<file path="config.mk">
export PLATFORM = sky130hd
export DESIGN_NAME = sun_tracker_motor_control_core
export DESIGN_NICKNAME = d
export VERILOG_FILES = /design/src/rtl/stc_pkg.sv /design/src/rtl/stc_cfg_regs.sv /design/src/rtl/stc_control.sv /design/src/rtl/sun_tracker_motor_control_core.sv
export SDC_FILE = /design/constraint.sdc
export NUM_CORES = 1
export LEC_CHECK = 0
export ABC_AREA = 1
export BUFFER_PORTS_ARGS = -buffer_cell sky130_fd_sc_hd__buf_2
export CORE_UTILIZATION = 56
export CTS_BUF_LIST = sky130_fd_sc_hd__clkbuf_4 sky130_fd_sc_hd__clkbuf_8
export DETAILED_ROUTE_END_ITERATION = 8
export GPL_ROUTABILITY_DRIVEN = 0
export PLACE_DENSITY = 0.88
export SYNTH_ARGS = -nofsm -noshare
export SYNTH_HDL_FRONTEND = slang
export SYNTH_SLANG_ARGS = --single-unit
</file>
<file path="constraint.sdc">
create_clock -name i_clk -period 3.25 [get_ports i_clk]
set_input_delay 0.325 -clock i_clk [delete_from_list [all_inputs] [get_ports i_clk]]
set_output_delay 0.325 -clock i_clk [all_outputs]
set_load 0.1 [all_outputs]
</file>
<file path="src/rtl/stc_pkg.sv">
// ----------------------------------------------------------------------------
// Sun tracker motor control package
// Shared types, widths, register indexes and reset values for the core.
// ----------------------------------------------------------------------------
package stc_pkg;

    // Width of one light-sensor sample.
    localparam int unsigned SAMPLE_WIDTH = 10;

    // A sample difference needs one bit more than a sample; thresholds are 11 bits.
    localparam int unsigned DIFF_W     = SAMPLE_WIDTH + 1;
    localparam int unsigned CFG_DATA_W = 11;
    localparam int unsigned CMP_W      = (DIFF_W > CFG_DATA_W) ? DIFF_W : CFG_DATA_W;

    localparam int unsigned REL_HIGH_W  = 10;
    localparam int unsigned CFG_INDEX_W = 3;

    typedef enum logic [CFG_INDEX_W-1:0] {
        REG_RIGHT_ON_LEVEL        = 3'd0,
        REG_RIGHT_VERTICAL_GUARD  = 3'd1,
        REG_LEFT_ON_LEVEL         = 3'd2,
        REG_UP_ON_LEVEL           = 3'd3,
        REG_DOWN_ON_LEVEL         = 3'd4,
        REG_RIGHT_RELEASE_LOW     = 3'd5,
        REG_UP_RELEASE_LOW        = 3'd6,
        REG_POSITIVE_RELEASE_HIGH = 3'd7
    } t_cfg_index;

    // Reset values of the thresholds, two's complement where signed.
    localparam logic [CFG_DATA_W-1:0] RST_RIGHT_ON_LEVEL       = -11'sd40;
    localparam logic [CFG_DATA_W-1:0] RST_RIGHT_VERTICAL_GUARD = 11'sd50;
    localparam logic [CFG_DATA_W-1:0] RST_LEFT_ON_LEVEL        = 11'sd50;
    localparam logic [CFG_DATA_W-1:0] RST_UP_ON_LEVEL          = -11'sd30;
    localparam logic [CFG_DATA_W-1:0] RST_DOWN_ON_LEVEL        = 11'sd50;
    localparam logic [CFG_DATA_W-1:0] RST_RIGHT_RELEASE_LOW    = -11'sd20;
    localparam logic [CFG_DATA_W-1:0] RST_UP_RELEASE_LOW       = -11'sd10;
    localparam logic [REL_HIGH_W-1:0] RST_POSITIVE_RELEASE_HIGH = 10'd20;

    // Motor bit order of the button and limit switch fields.
    localparam int unsigned BIT_RIGHT = 0;
    localparam int unsigned BIT_LEFT  = 1;
    localparam int unsigned BIT_UP    = 2;
    localparam int unsigned BIT_DOWN  = 3;

    typedef struct packed {
        logic [SAMPLE_WIDTH-1:0] sensor_a;
        logic [SAMPLE_WIDTH-1:0] sensor_b;
        logic [SAMPLE_WIDTH-1:0] sensor_c;
        logic                    auto_mode;
        logic                    manual_mode;
        logic                    night_mode;
        logic [3:0]              manual_buttons;
        logic [3:0]              limit_switches;
    } t_in_item;

    typedef struct packed {
        logic drive_right;
        logic drive_left;
        logic drive_up;
        logic drive_down;
    } t_out_item;

    typedef struct packed {
        logic right;
        logic left;
        logic up;
        logic down;
    } t_flags;

    typedef struct packed {
        logic [CFG_DATA_W-1:0] right_on_level;
        logic [CFG_DATA_W-1:0] right_vertical_guard;
        logic [CFG_DATA_W-1:0] left_on_level;
        logic [CFG_DATA_W-1:0] up_on_level;
        logic [CFG_DATA_W-1:0] down_on_level;
        logic [CFG_DATA_W-1:0] right_release_low;
        logic [CFG_DATA_W-1:0] up_release_low;
        logic [REL_HIGH_W-1:0] positive_release_high;
    } t_thresholds;

    // Sign-extend an 11-bit threshold to the compare width.
    function automatic logic signed [CMP_W-1:0] sext_cfg(input logic [CFG_DATA_W-1:0] x);
        return CMP_W'($signed(x));
    endfunction

    // Zero-extend an unsigned sample to a signed value at the compare width.
    function automatic logic signed [CMP_W-1:0] ext_sample(input logic [SAMPLE_WIDTH-1:0] x);
        return CMP_W'($signed({1'b0, x}));
    endfunction

endpackage

</file>
<file path="src/rtl/stc_cfg_regs.sv">
// ----------------------------------------------------------------------------
// Threshold register file
// Holds the eight tracking thresholds, written through a plain write port.
// ----------------------------------------------------------------------------
module stc_cfg_regs (
    input  logic                                i_clk,
    input  logic                                i_rst_n,
    input  logic                                i_cfg_we,
    input  logic [stc_pkg::CFG_INDEX_W-1:0]     i_cfg_index,
    input  logic [stc_pkg::CFG_DATA_W-1:0]      i_cfg_data,
    output stc_pkg::t_thresholds                o_thr
);
    import stc_pkg::*;

    t_thresholds r_thr;

    always_ff @(posedge i_clk) begin
        if (!i_rst_n) begin
            r_thr.right_on_level        <= RST_RIGHT_ON_LEVEL;
            r_thr.right_vertical_guard  <= RST_RIGHT_VERTICAL_GUARD;
            r_thr.left_on_level         <= RST_LEFT_ON_LEVEL;
            r_thr.up_on_level           <= RST_UP_ON_LEVEL;
            r_thr.down_on_level         <= RST_DOWN_ON_LEVEL;
            r_thr.right_release_low     <= RST_RIGHT_RELEASE_LOW;
            r_thr.up_release_low        <= RST_UP_RELEASE_LOW;
            r_thr.positive_release_high <= RST_POSITIVE_RELEASE_HIGH;
        end else if (i_cfg_we) begin
            unique case (t_cfg_index'(i_cfg_index))
                REG_RIGHT_ON_LEVEL:        r_thr.right_on_level       <= i_cfg_data;
                REG_RIGHT_VERTICAL_GUARD:  r_thr.right_vertical_guard <= i_cfg_data;
                REG_LEFT_ON_LEVEL:         r_thr.left_on_level        <= i_cfg_data;
                REG_UP_ON_LEVEL:           r_thr.up_on_level          <= i_cfg_data;
                REG_DOWN_ON_LEVEL:         r_thr.down_on_level        <= i_cfg_data;
                REG_RIGHT_RELEASE_LOW:     r_thr.right_release_low    <= i_cfg_data;
                REG_UP_RELEASE_LOW:        r_thr.up_release_low       <= i_cfg_data;
                REG_POSITIVE_RELEASE_HIGH: begin
                    r_thr.positive_release_high <= i_cfg_data[REL_HIGH_W-1:0];
                end
                default: ;
            endcase
        end
    end

    assign o_thr = r_thr;

endmodule

</file>
<file path="src/rtl/stc_control.sv">
// ----------------------------------------------------------------------------
// Tracking control pass
// Forms the sensor differences, updates the four motor request flags and
// gates them with the limit switches.
// ----------------------------------------------------------------------------
module stc_control (
    input  stc_pkg::t_in_item    i_item,
    input  stc_pkg::t_thresholds i_thr,
    input  stc_pkg::t_flags      i_req,
    output stc_pkg::t_flags      o_req,
    output stc_pkg::t_out_item   o_result
);
    import stc_pkg::*;

    logic signed [CMP_W-1:0] h;
    logic signed [CMP_W-1:0] v;
    logic                    auto_en;
    logic                    h_neg;
    logic                    h_pos;
    logic                    h_pos_release;
    t_flags                  n_req;
    logic [3:0]              lim;

    assign h = ext_sample(i_item.sensor_a) - ext_sample(i_item.sensor_b);
    assign v = ext_sample(i_item.sensor_a) - ext_sample(i_item.sensor_c);

    assign auto_en       = i_item.auto_mode && !i_item.night_mode;
    assign h_neg         = h < 0;
    assign h_pos         = h > 0;
    assign h_pos_release = h_pos && (h < CMP_W'($signed({1'b0, i_thr.positive_release_high})));
    assign lim           = i_item.limit_switches;

    always_comb begin
        n_req = i_req;

        // Set rules take priority; the release rules test the horizontal difference.
        if (auto_en) begin
            if (h < sext_cfg(i_thr.right_on_level) &&
                v < sext_cfg(i_thr.right_vertical_guard)) begin
                n_req.right = 1'b1;
            end else if (h > sext_cfg(i_thr.right_release_low) && h_neg) begin
                n_req.right = 1'b0;
            end

            if (h > sext_cfg(i_thr.left_on_level)) begin
                n_req.left = 1'b1;
            end else if (h_pos_release) begin
                n_req.left = 1'b0;
            end

            if (v < sext_cfg(i_thr.up_on_level)) begin
                n_req.up = 1'b1;
            end else if (h > sext_cfg(i_thr.up_release_low) && h_neg) begin
                n_req.up = 1'b0;
            end

            if (v > sext_cfg(i_thr.down_on_level)) begin
                n_req.down = 1'b1;
            end else if (h_pos_release) begin
                n_req.down = 1'b0;
            end
        end

        if (i_item.manual_mode) begin
            n_req.right = i_item.manual_buttons[BIT_RIGHT];
            n_req.left  = i_item.manual_buttons[BIT_LEFT];
            n_req.up    = i_item.manual_buttons[BIT_UP];
            n_req.down  = i_item.manual_buttons[BIT_DOWN];
        end else if (i_item.night_mode) begin
            // Park toward left and down until the end switches close.
            n_req.left = !lim[BIT_LEFT];
            n_req.down = !lim[BIT_DOWN];
        end
    end

    assign o_req = n_req;

    assign o_result.drive_right = n_req.right && !lim[BIT_RIGHT];
    assign o_result.drive_left  = n_req.left  && !lim[BIT_LEFT];
    assign o_result.drive_up    = n_req.up    && !lim[BIT_UP];
    assign o_result.drive_down  = n_req.down  && !lim[BIT_DOWN];

endmodule

</file>
<file path="src/rtl/sun_tracker_motor_control_core.sv">
// ----------------------------------------------------------------------------
// Sun tracker motor control core
// Dual-axis bang-bang tracker: one control pass per input transfer.
// ----------------------------------------------------------------------------
// The input channel carries one set of sensor samples, mode switches, buttons
// and limit switches per transfer; the output channel returns the four motor
// drive bits for that pass, one output transfer per input transfer, in order.
// The user must write thresholds through the configuration port only while no
// pass is in flight; the block does not enforce this. They take effect on the
// next accepted item. An accepted item waits in the input register; once the
// output register is free, the control pass runs into it, raising output valid
// and updating the request flags at the same edge. One item is taken every
// cycle while the receiver does not stall.
// When the receiver stalls, the result stays in the output register and one
// more item may wait in the input register; input ready then drops.
// Synchronous reset clears both valid bits, the request flags and restores
// the default thresholds; the block can take an item right after reset.
// ----------------------------------------------------------------------------
module sun_tracker_motor_control_core (
    input  logic                             i_clk,
    input  logic                             i_rst_n,
    input  logic                             i_in_valid,
    output logic                             o_in_ready,
    input  stc_pkg::t_in_item                i_in_data,
    output logic                             o_out_valid,
    input  logic                             i_out_ready,
    output stc_pkg::t_out_item               o_out_data,
    input  logic                             i_cfg_we,
    input  logic [stc_pkg::CFG_INDEX_W-1:0]  i_cfg_index,
    input  logic [stc_pkg::CFG_DATA_W-1:0]   i_cfg_data
);
    import stc_pkg::*;

    logic        r_in_valid;
    t_in_item    r_in_data;
    logic        r_out_valid;
    t_out_item   r_out_data;
    t_flags      r_req;
    t_flags      n_req;
    t_out_item   n_out_data;
    t_thresholds thr;
    logic        advance;

    stc_cfg_regs u_cfg_regs (
        .i_clk       (i_clk),
        .i_rst_n     (i_rst_n),
        .i_cfg_we    (i_cfg_we),
        .i_cfg_index (i_cfg_index),
        .i_cfg_data  (i_cfg_data),
        .o_thr       (thr)
    );

    stc_control u_control (
        .i_item   (r_in_data),
        .i_thr    (thr),
        .i_req    (r_req),
        .o_req    (n_req),
        .o_result (n_out_data)
    );

    // The item in the input register moves on when the output register is free.
    assign advance    = r_in_valid && (!r_out_valid || i_out_ready);
    assign o_in_ready = !r_in_valid || advance;

    always_ff @(posedge i_clk) begin
        if (!i_rst_n) begin
            r_in_valid  <= 1'b0;
            r_out_valid <= 1'b0;
            r_req       <= '0;
        end else begin
            if (o_in_ready) begin
                r_in_valid <= i_in_valid;
            end
            if (advance) begin
                r_out_valid <= 1'b1;
                r_req       <= n_req;
            end else if (i_out_ready) begin
                r_out_valid <= 1'b0;
            end
        end
    end

    always_ff @(posedge i_clk) begin
        if (i_in_valid && o_in_ready) begin
            r_in_data <= i_in_data;
        end
        if (advance) begin
            r_out_data <= n_out_data;
        end
    end

    assign o_out_valid = r_out_valid;
    assign o_out_data  = r_out_data;

endmodule

</file>
# Word level (Yosys, flattened, before mapping)
# Index checks and enable logic that the tools add are counted.
[op_classes] order_cmp=10 reduce_logical=30 muxes=17 n_addsub=2 eq_ne=7
[ops] cell="11-bit > comparator" count=4
[ops] cell="11-bit less-than comparator" count=4
[ops] cell="10-bit by 10-bit subtractor with 11-bit output" count=2
[ops] cell="1-bit two-way mux" count=16
[ops] cell="2-bit AND reduction" count=8
[ops] cell="3-bit equality test, second input constant" count=4
[ops] cell="11-bit by 1-bit > comparator with 1-bit output, second input constant" count=1
[ops] cell="1-bit logical AND" count=11
[ops] cell="11-bit by 1-bit less-than comparator with 1-bit output, second input constant" count=1
[ops] cell="1-bit zero test" count=7
[ops] cell="3-bit by 2-bit equality test with 1-bit output, second input constant" count=2
[ops] cell="4-bit two-way mux" count=1
[ops] cell="3-bit by 1-bit equality test with 1-bit output, second input constant" count=1
[ops] cell="3-bit zero test" count=1
[ops] cell="1-bit logical OR" count=2
[ops] cell="2-bit nonzero test" count=1
[totals] elab_cells=92 out_inout_bits=6 ff_bits=138 inputBits=60

# Depth between registers and ports, before layout
[logic_depth] word_depth=9 depth_mapped=26 ltp_nobuf=26

# Modules after synthesis
# Synthesis repeated with hierarchy kept, for this count alone.
[unflattened] cells_unflattened=1138 hier_area_um2=8296.7
[by_module_without_submodules] module="stc_cfg_regs" area_each_um2=3343.2 seq_area_each_um2=1741.7 n_inst=1 cells_per_inst=460
[by_module_without_submodules] module="stc_control" area_each_um2=3326.9 seq_area_each_um2=0.0 n_inst=1 cells_per_inst=595
[by_module_without_submodules] module="sun_tracker_motor_control_core" area_each_um2=1626.6 seq_area_each_um2=1471.4 n_inst=1 cells_per_inst=83

# Worst setup path after synthesis
# Ideal clock, no wire load.
[synth_path] kind="reg2reg" from="register r_in_data[31] in the netlist's numbering" to="register r_out_data, in the netlist o_out_data[3], data pin" t_required_ns=2.999 slack_ns=-0.243 path_stages_with_launch=23 n_path_buf=0 setup_time_ns=0.251 synth_period_minus_slack_ns=3.493 t_arrival_ns=3.242 cell_sequence="edfxtp_1 > inv_1 > ha_1 > inv_1 > fa_1 > a21oi_1 > o21bai_1 > a21oi_1 > o21bai_1 > a21oi_1 > o21ai_0 > a21o_1 > a21oi_1 > ha_1 > a21oi_1 > o21ai_0 > a221oi_1 > xor2_1 > nor2_1 > a21oi_1 > nand2_1 > nand2_1 > nor2_1"
[synth_lines] element="start, declared" line_no="sun_tracker_motor_control_core.sv:35" rtl="t_in_item r_in_data;"
[synth_lines] element="start signal, assigned" line_no="sun_tracker_motor_control_core.sv:85" rtl="r_in_data <= i_in_data;"
[synth_lines] element="end signal, assigned" line_no="sun_tracker_motor_control_core.sv:88" rtl="r_out_data <= n_out_data;"
[synth_lines] element="end, declared" line_no="sun_tracker_motor_control_core.sv:37" rtl="t_out_item r_out_data;"

==> flow_metrics.env <==
export IMPL_regArea_um2=3210
export IMPL_synthDistinctLibCells=39
export IMPL_power_switching_mw=1.52
export IMPL_cts_root_buf="clkbuf_8"
export IMPL_final_cell_mix="nand2_1, inv_1, dfxtp_1"
export IMPL_vias=7130
export IMPL_grt_pass1_vias=7048
export IMPL_drtIter0Drc=686
export IMPL_multi_input_area_um2=4230
export IMPL_worstSetupEndpointType="flip-flop"
export IMPL_diodes=0
export IMPL_p_comb_share_pct=29.0
export IMPL_clkLatencyLatePin_ns=0.47
export IMPL_cts_htree_levels=4
export IMPL_p_leak_nw=4.57
export IMPL_start_util_pct=57.8
export IMPL_rsz0062_at_grt="yes"
export IMPL_port_buffer_count=65
export IMPL_fmax_mhz=252
export IMPL_core_area_um2=13300
export IMPL_post_route_period_util_pct=122
export IMPL_clock_power_share_pct=30.7
export IMPL_wl_um=20300
export IMPL_skew_ns=0.0146
export IMPL_ys_warnings_count=0
export IMPL_start_kind="flip-flop"
export IMPL_ant_nets=0
export IMPL_rows=42
export IMPL_drt_first_pass_iters=7
export IMPL_yosysSeqAreaShare_pct=41.6
export IMPL_netlist_instances=966
export IMPL_seqPwrFrac_pct=40.2
export IMPL_worst_pin_slew_ns=0.687
export IMPL_drive_above_1_share_pct=21.9
export IMPL_netlist_area_um2=7720
export IMPL_cts_tree="done"
export IMPL_layout_commonest_cell="nand2_1"
export IMPL_fillers=947
export IMPL_cts_buffers=17
export IMPL_grt_max_degree=41
export IMPL_die_y_um=119
export IMPL_clk_pin_slew_ns=0.08
export IMPL_setup_viol=8
export IMPL_violations="setup timing"
export IMPL_cp_max_fo=3
export IMPL_die_x_um=119
export IMPL_grt_use_total_pct=28.6
export IMPL_numClockSinks=138
export IMPL_arrival_ns=4.20
export IMPL_final_hold_viol_count=0
export IMPL_critical_path_required_ns=3.48
export IMPL_finalWorstSetupSlack_ns=-0.720
export IMPL_routed_via_density=5.59
export IMPL_grt_antenna_before_repair=0
export IMPL_layout_min_cycle_time_ns=3.97
export IMPL_clk_path_buf_depth=2
export IMPL_p_int_mw=3.18
export IMPL_place_ws_ns=-0.387
export IMPL_num_io_pins=66
export IMPL_crit_type="flip-flop to flip-flop"
export IMPL_synth_area_per_cell_um2=7.99
export IMPL_p_total_mw=4.70
export IMPL_slew_headroom_pct=54.2
export IMPL_die_area_um2=14300
export IMPL_drv_cap=0
export IMPL_ir_worst_vdd_mv=0.367
export IMPL_switching_share_pct=32.4
export IMPL_holdCritPathClass="primary input to flip-flop"
export IMPL_syn_nets=1113
export IMPL_hpwl_um=13900
export IMPL_wl_per_cell_um=15.9
export IMPL_overflow=0
export IMPL_area_growth_synth_to_final_pct=22.9
export IMPL_outcome="finished with violations"
export IMPL_final_nets=1234
export IMPL_grt_pass1_wl_um=31500
export IMPL_power_density_nw_per_um2=496
export IMPL_drc=0
export IMPL_ys_ff_latch=138
export IMPL_finalMaxSlewViolations=0
## logic make-up after synthesis
group	count (synthesis)	share of synthesized area [%]
DFF	138	41.6
and+or+nand+nor	340	18.5
AOI/OAI and AO/OA	198	14.8
adders and majority gates	87	14.3
buffers and inverters	189	9.21
xor gates and xnor gates	14	1.59
## per-stage QoR
stage | instances | util (%) | TNS [ns] | hold WS (ns) | area [um^2]
after detailed placement | 1233 | 64.1 | -1.98 | 0.451 | 8560
after CTS | 1272 | 69.2 | -1.98 | 0.00872 | 9240
after floorplan | 966 | - | -0.0576 | 0.424 | 7740
final | 1276 | 71.1 | -3.61 | 0.0293 | 9490
after global placement | 1233 | 64.1 | -1.11 | 0.445 | 8560
after global routing | 1276 | 71.1 | -5.11 | 0.00451 | 9490
## power by group through the flow
stage          Combinational (mW)  Clock [mW]  Sequential, mW
2_1_floorplan               0.699           0            1.95
3_3_place_gp                 1.04           0            1.92
3_5_place_dp                 1.10           0            1.93
4_1_cts                      1.21        1.45            1.89
5_1_grt                      1.50        1.52            1.90
6_report                     1.37        1.44            1.89
## Yosys cell counts (all sizes together)
library cell,count,share of area (%)
fa,2,0.52
a221oi,1,0.11
nor3,7,0.58
edfxtp,45,18
o2111ai,1,0.11
dfxtp,93,24
o21bai,7,0.68
nand3b,3,0.29
xnor2,4,0.45
clkinv,1,0.049
nand2,207,10
or2,3,0.24
o22ai,2,0.16
a21oi,77,5.0
a21o,2,0.19
nand3,38,2.5
a211oi,4,0.39
clkbuf,22,1.1
a31oi,3,0.24
o21a,1,0.097
nor4,2,0.16
o211ai,36,3.5
o21ai,62,4.0
nand4,10,0.89
a21boi,2,0.19
ha,85,14
nor2,70,3.4
inv,166,8.1
xor2,10,1.1
## critical path, cell delays in order (launching register included)
cell and delay, ns:
edfxtp_1 0.43, ha_4 0.19, inv_2 0.05, fa_2 0.20, a21oi_2 0.06, o21bai_1 0.16
a21oi_1 0.09, o21bai_1 0.26, a21oi_1 0.12, o21ai_1 0.19, a21o_1 0.18, a21oi_4 0.07
buf_4 0.14, buf_6 0.12, buf_4 0.13, ha_4 0.26, nand4_1 0.15, nor4_2 0.42
a211oi_1 0.13, nand2_1 0.13, nand3_2 0.09, nand2_2 0.09, a21oi_2 0.05
## registers in the layout, indices dropped and copies added (netlist names)
signal and count:
o_out_data 4, o_out_valid 1, r_in_data 41, r_in_valid 1
r_req 4, u_cfg_regs.o_thr 87
## final cells by class
type,count,share of cell area (%)
inverter,167,6.65
tap,176,2.32
multi-input combinational,639,44.6
timing repair buffer,124,8.30
clock buffer,19,2.62
clock inverter,13,1.61
sequential,138,33.9
## layer usage
layer	global-route usage, %	part of all wire (%)	up-vias	routed length, um
li1	-	-	3436	-
met1	31.7	38	3275	7770
met2	49.7	50	323	10100
met3	6.47	7.0	96	1420
met4	17.3	5.0	0	1020
met5	0	0	-	0
## final timing paths
path,from,end,slack [ns],cells after the start
hold / removal,i_in_data[31],r_in_data[31]$_DFFE_PP_,0.03,1
hold reg to reg,u_cfg_regs.o_thr[78]$_SDFFE_PN0P_,u_cfg_regs.o_thr[78]$_SDFFE_PN0P_,0.46,2
setup / recovery,r_in_data[11]$_DFFE_PP_,o_out_data[0]$_DFFE_PP_,-0.72,22
setup reg to reg,r_in_data[11]$_DFFE_PP_,o_out_data[0]$_DFFE_PP_,-0.72,22
## what timing repair did
item	in CTS	in global routing
endpoints found under the setup margin	8	8
setup buffers	8	4
resized for setup	45	41
gates cloned	0	0
hold buffers	0	0
pin swaps	27	24
Note: power is estimated with default switching activity, not from simulation.
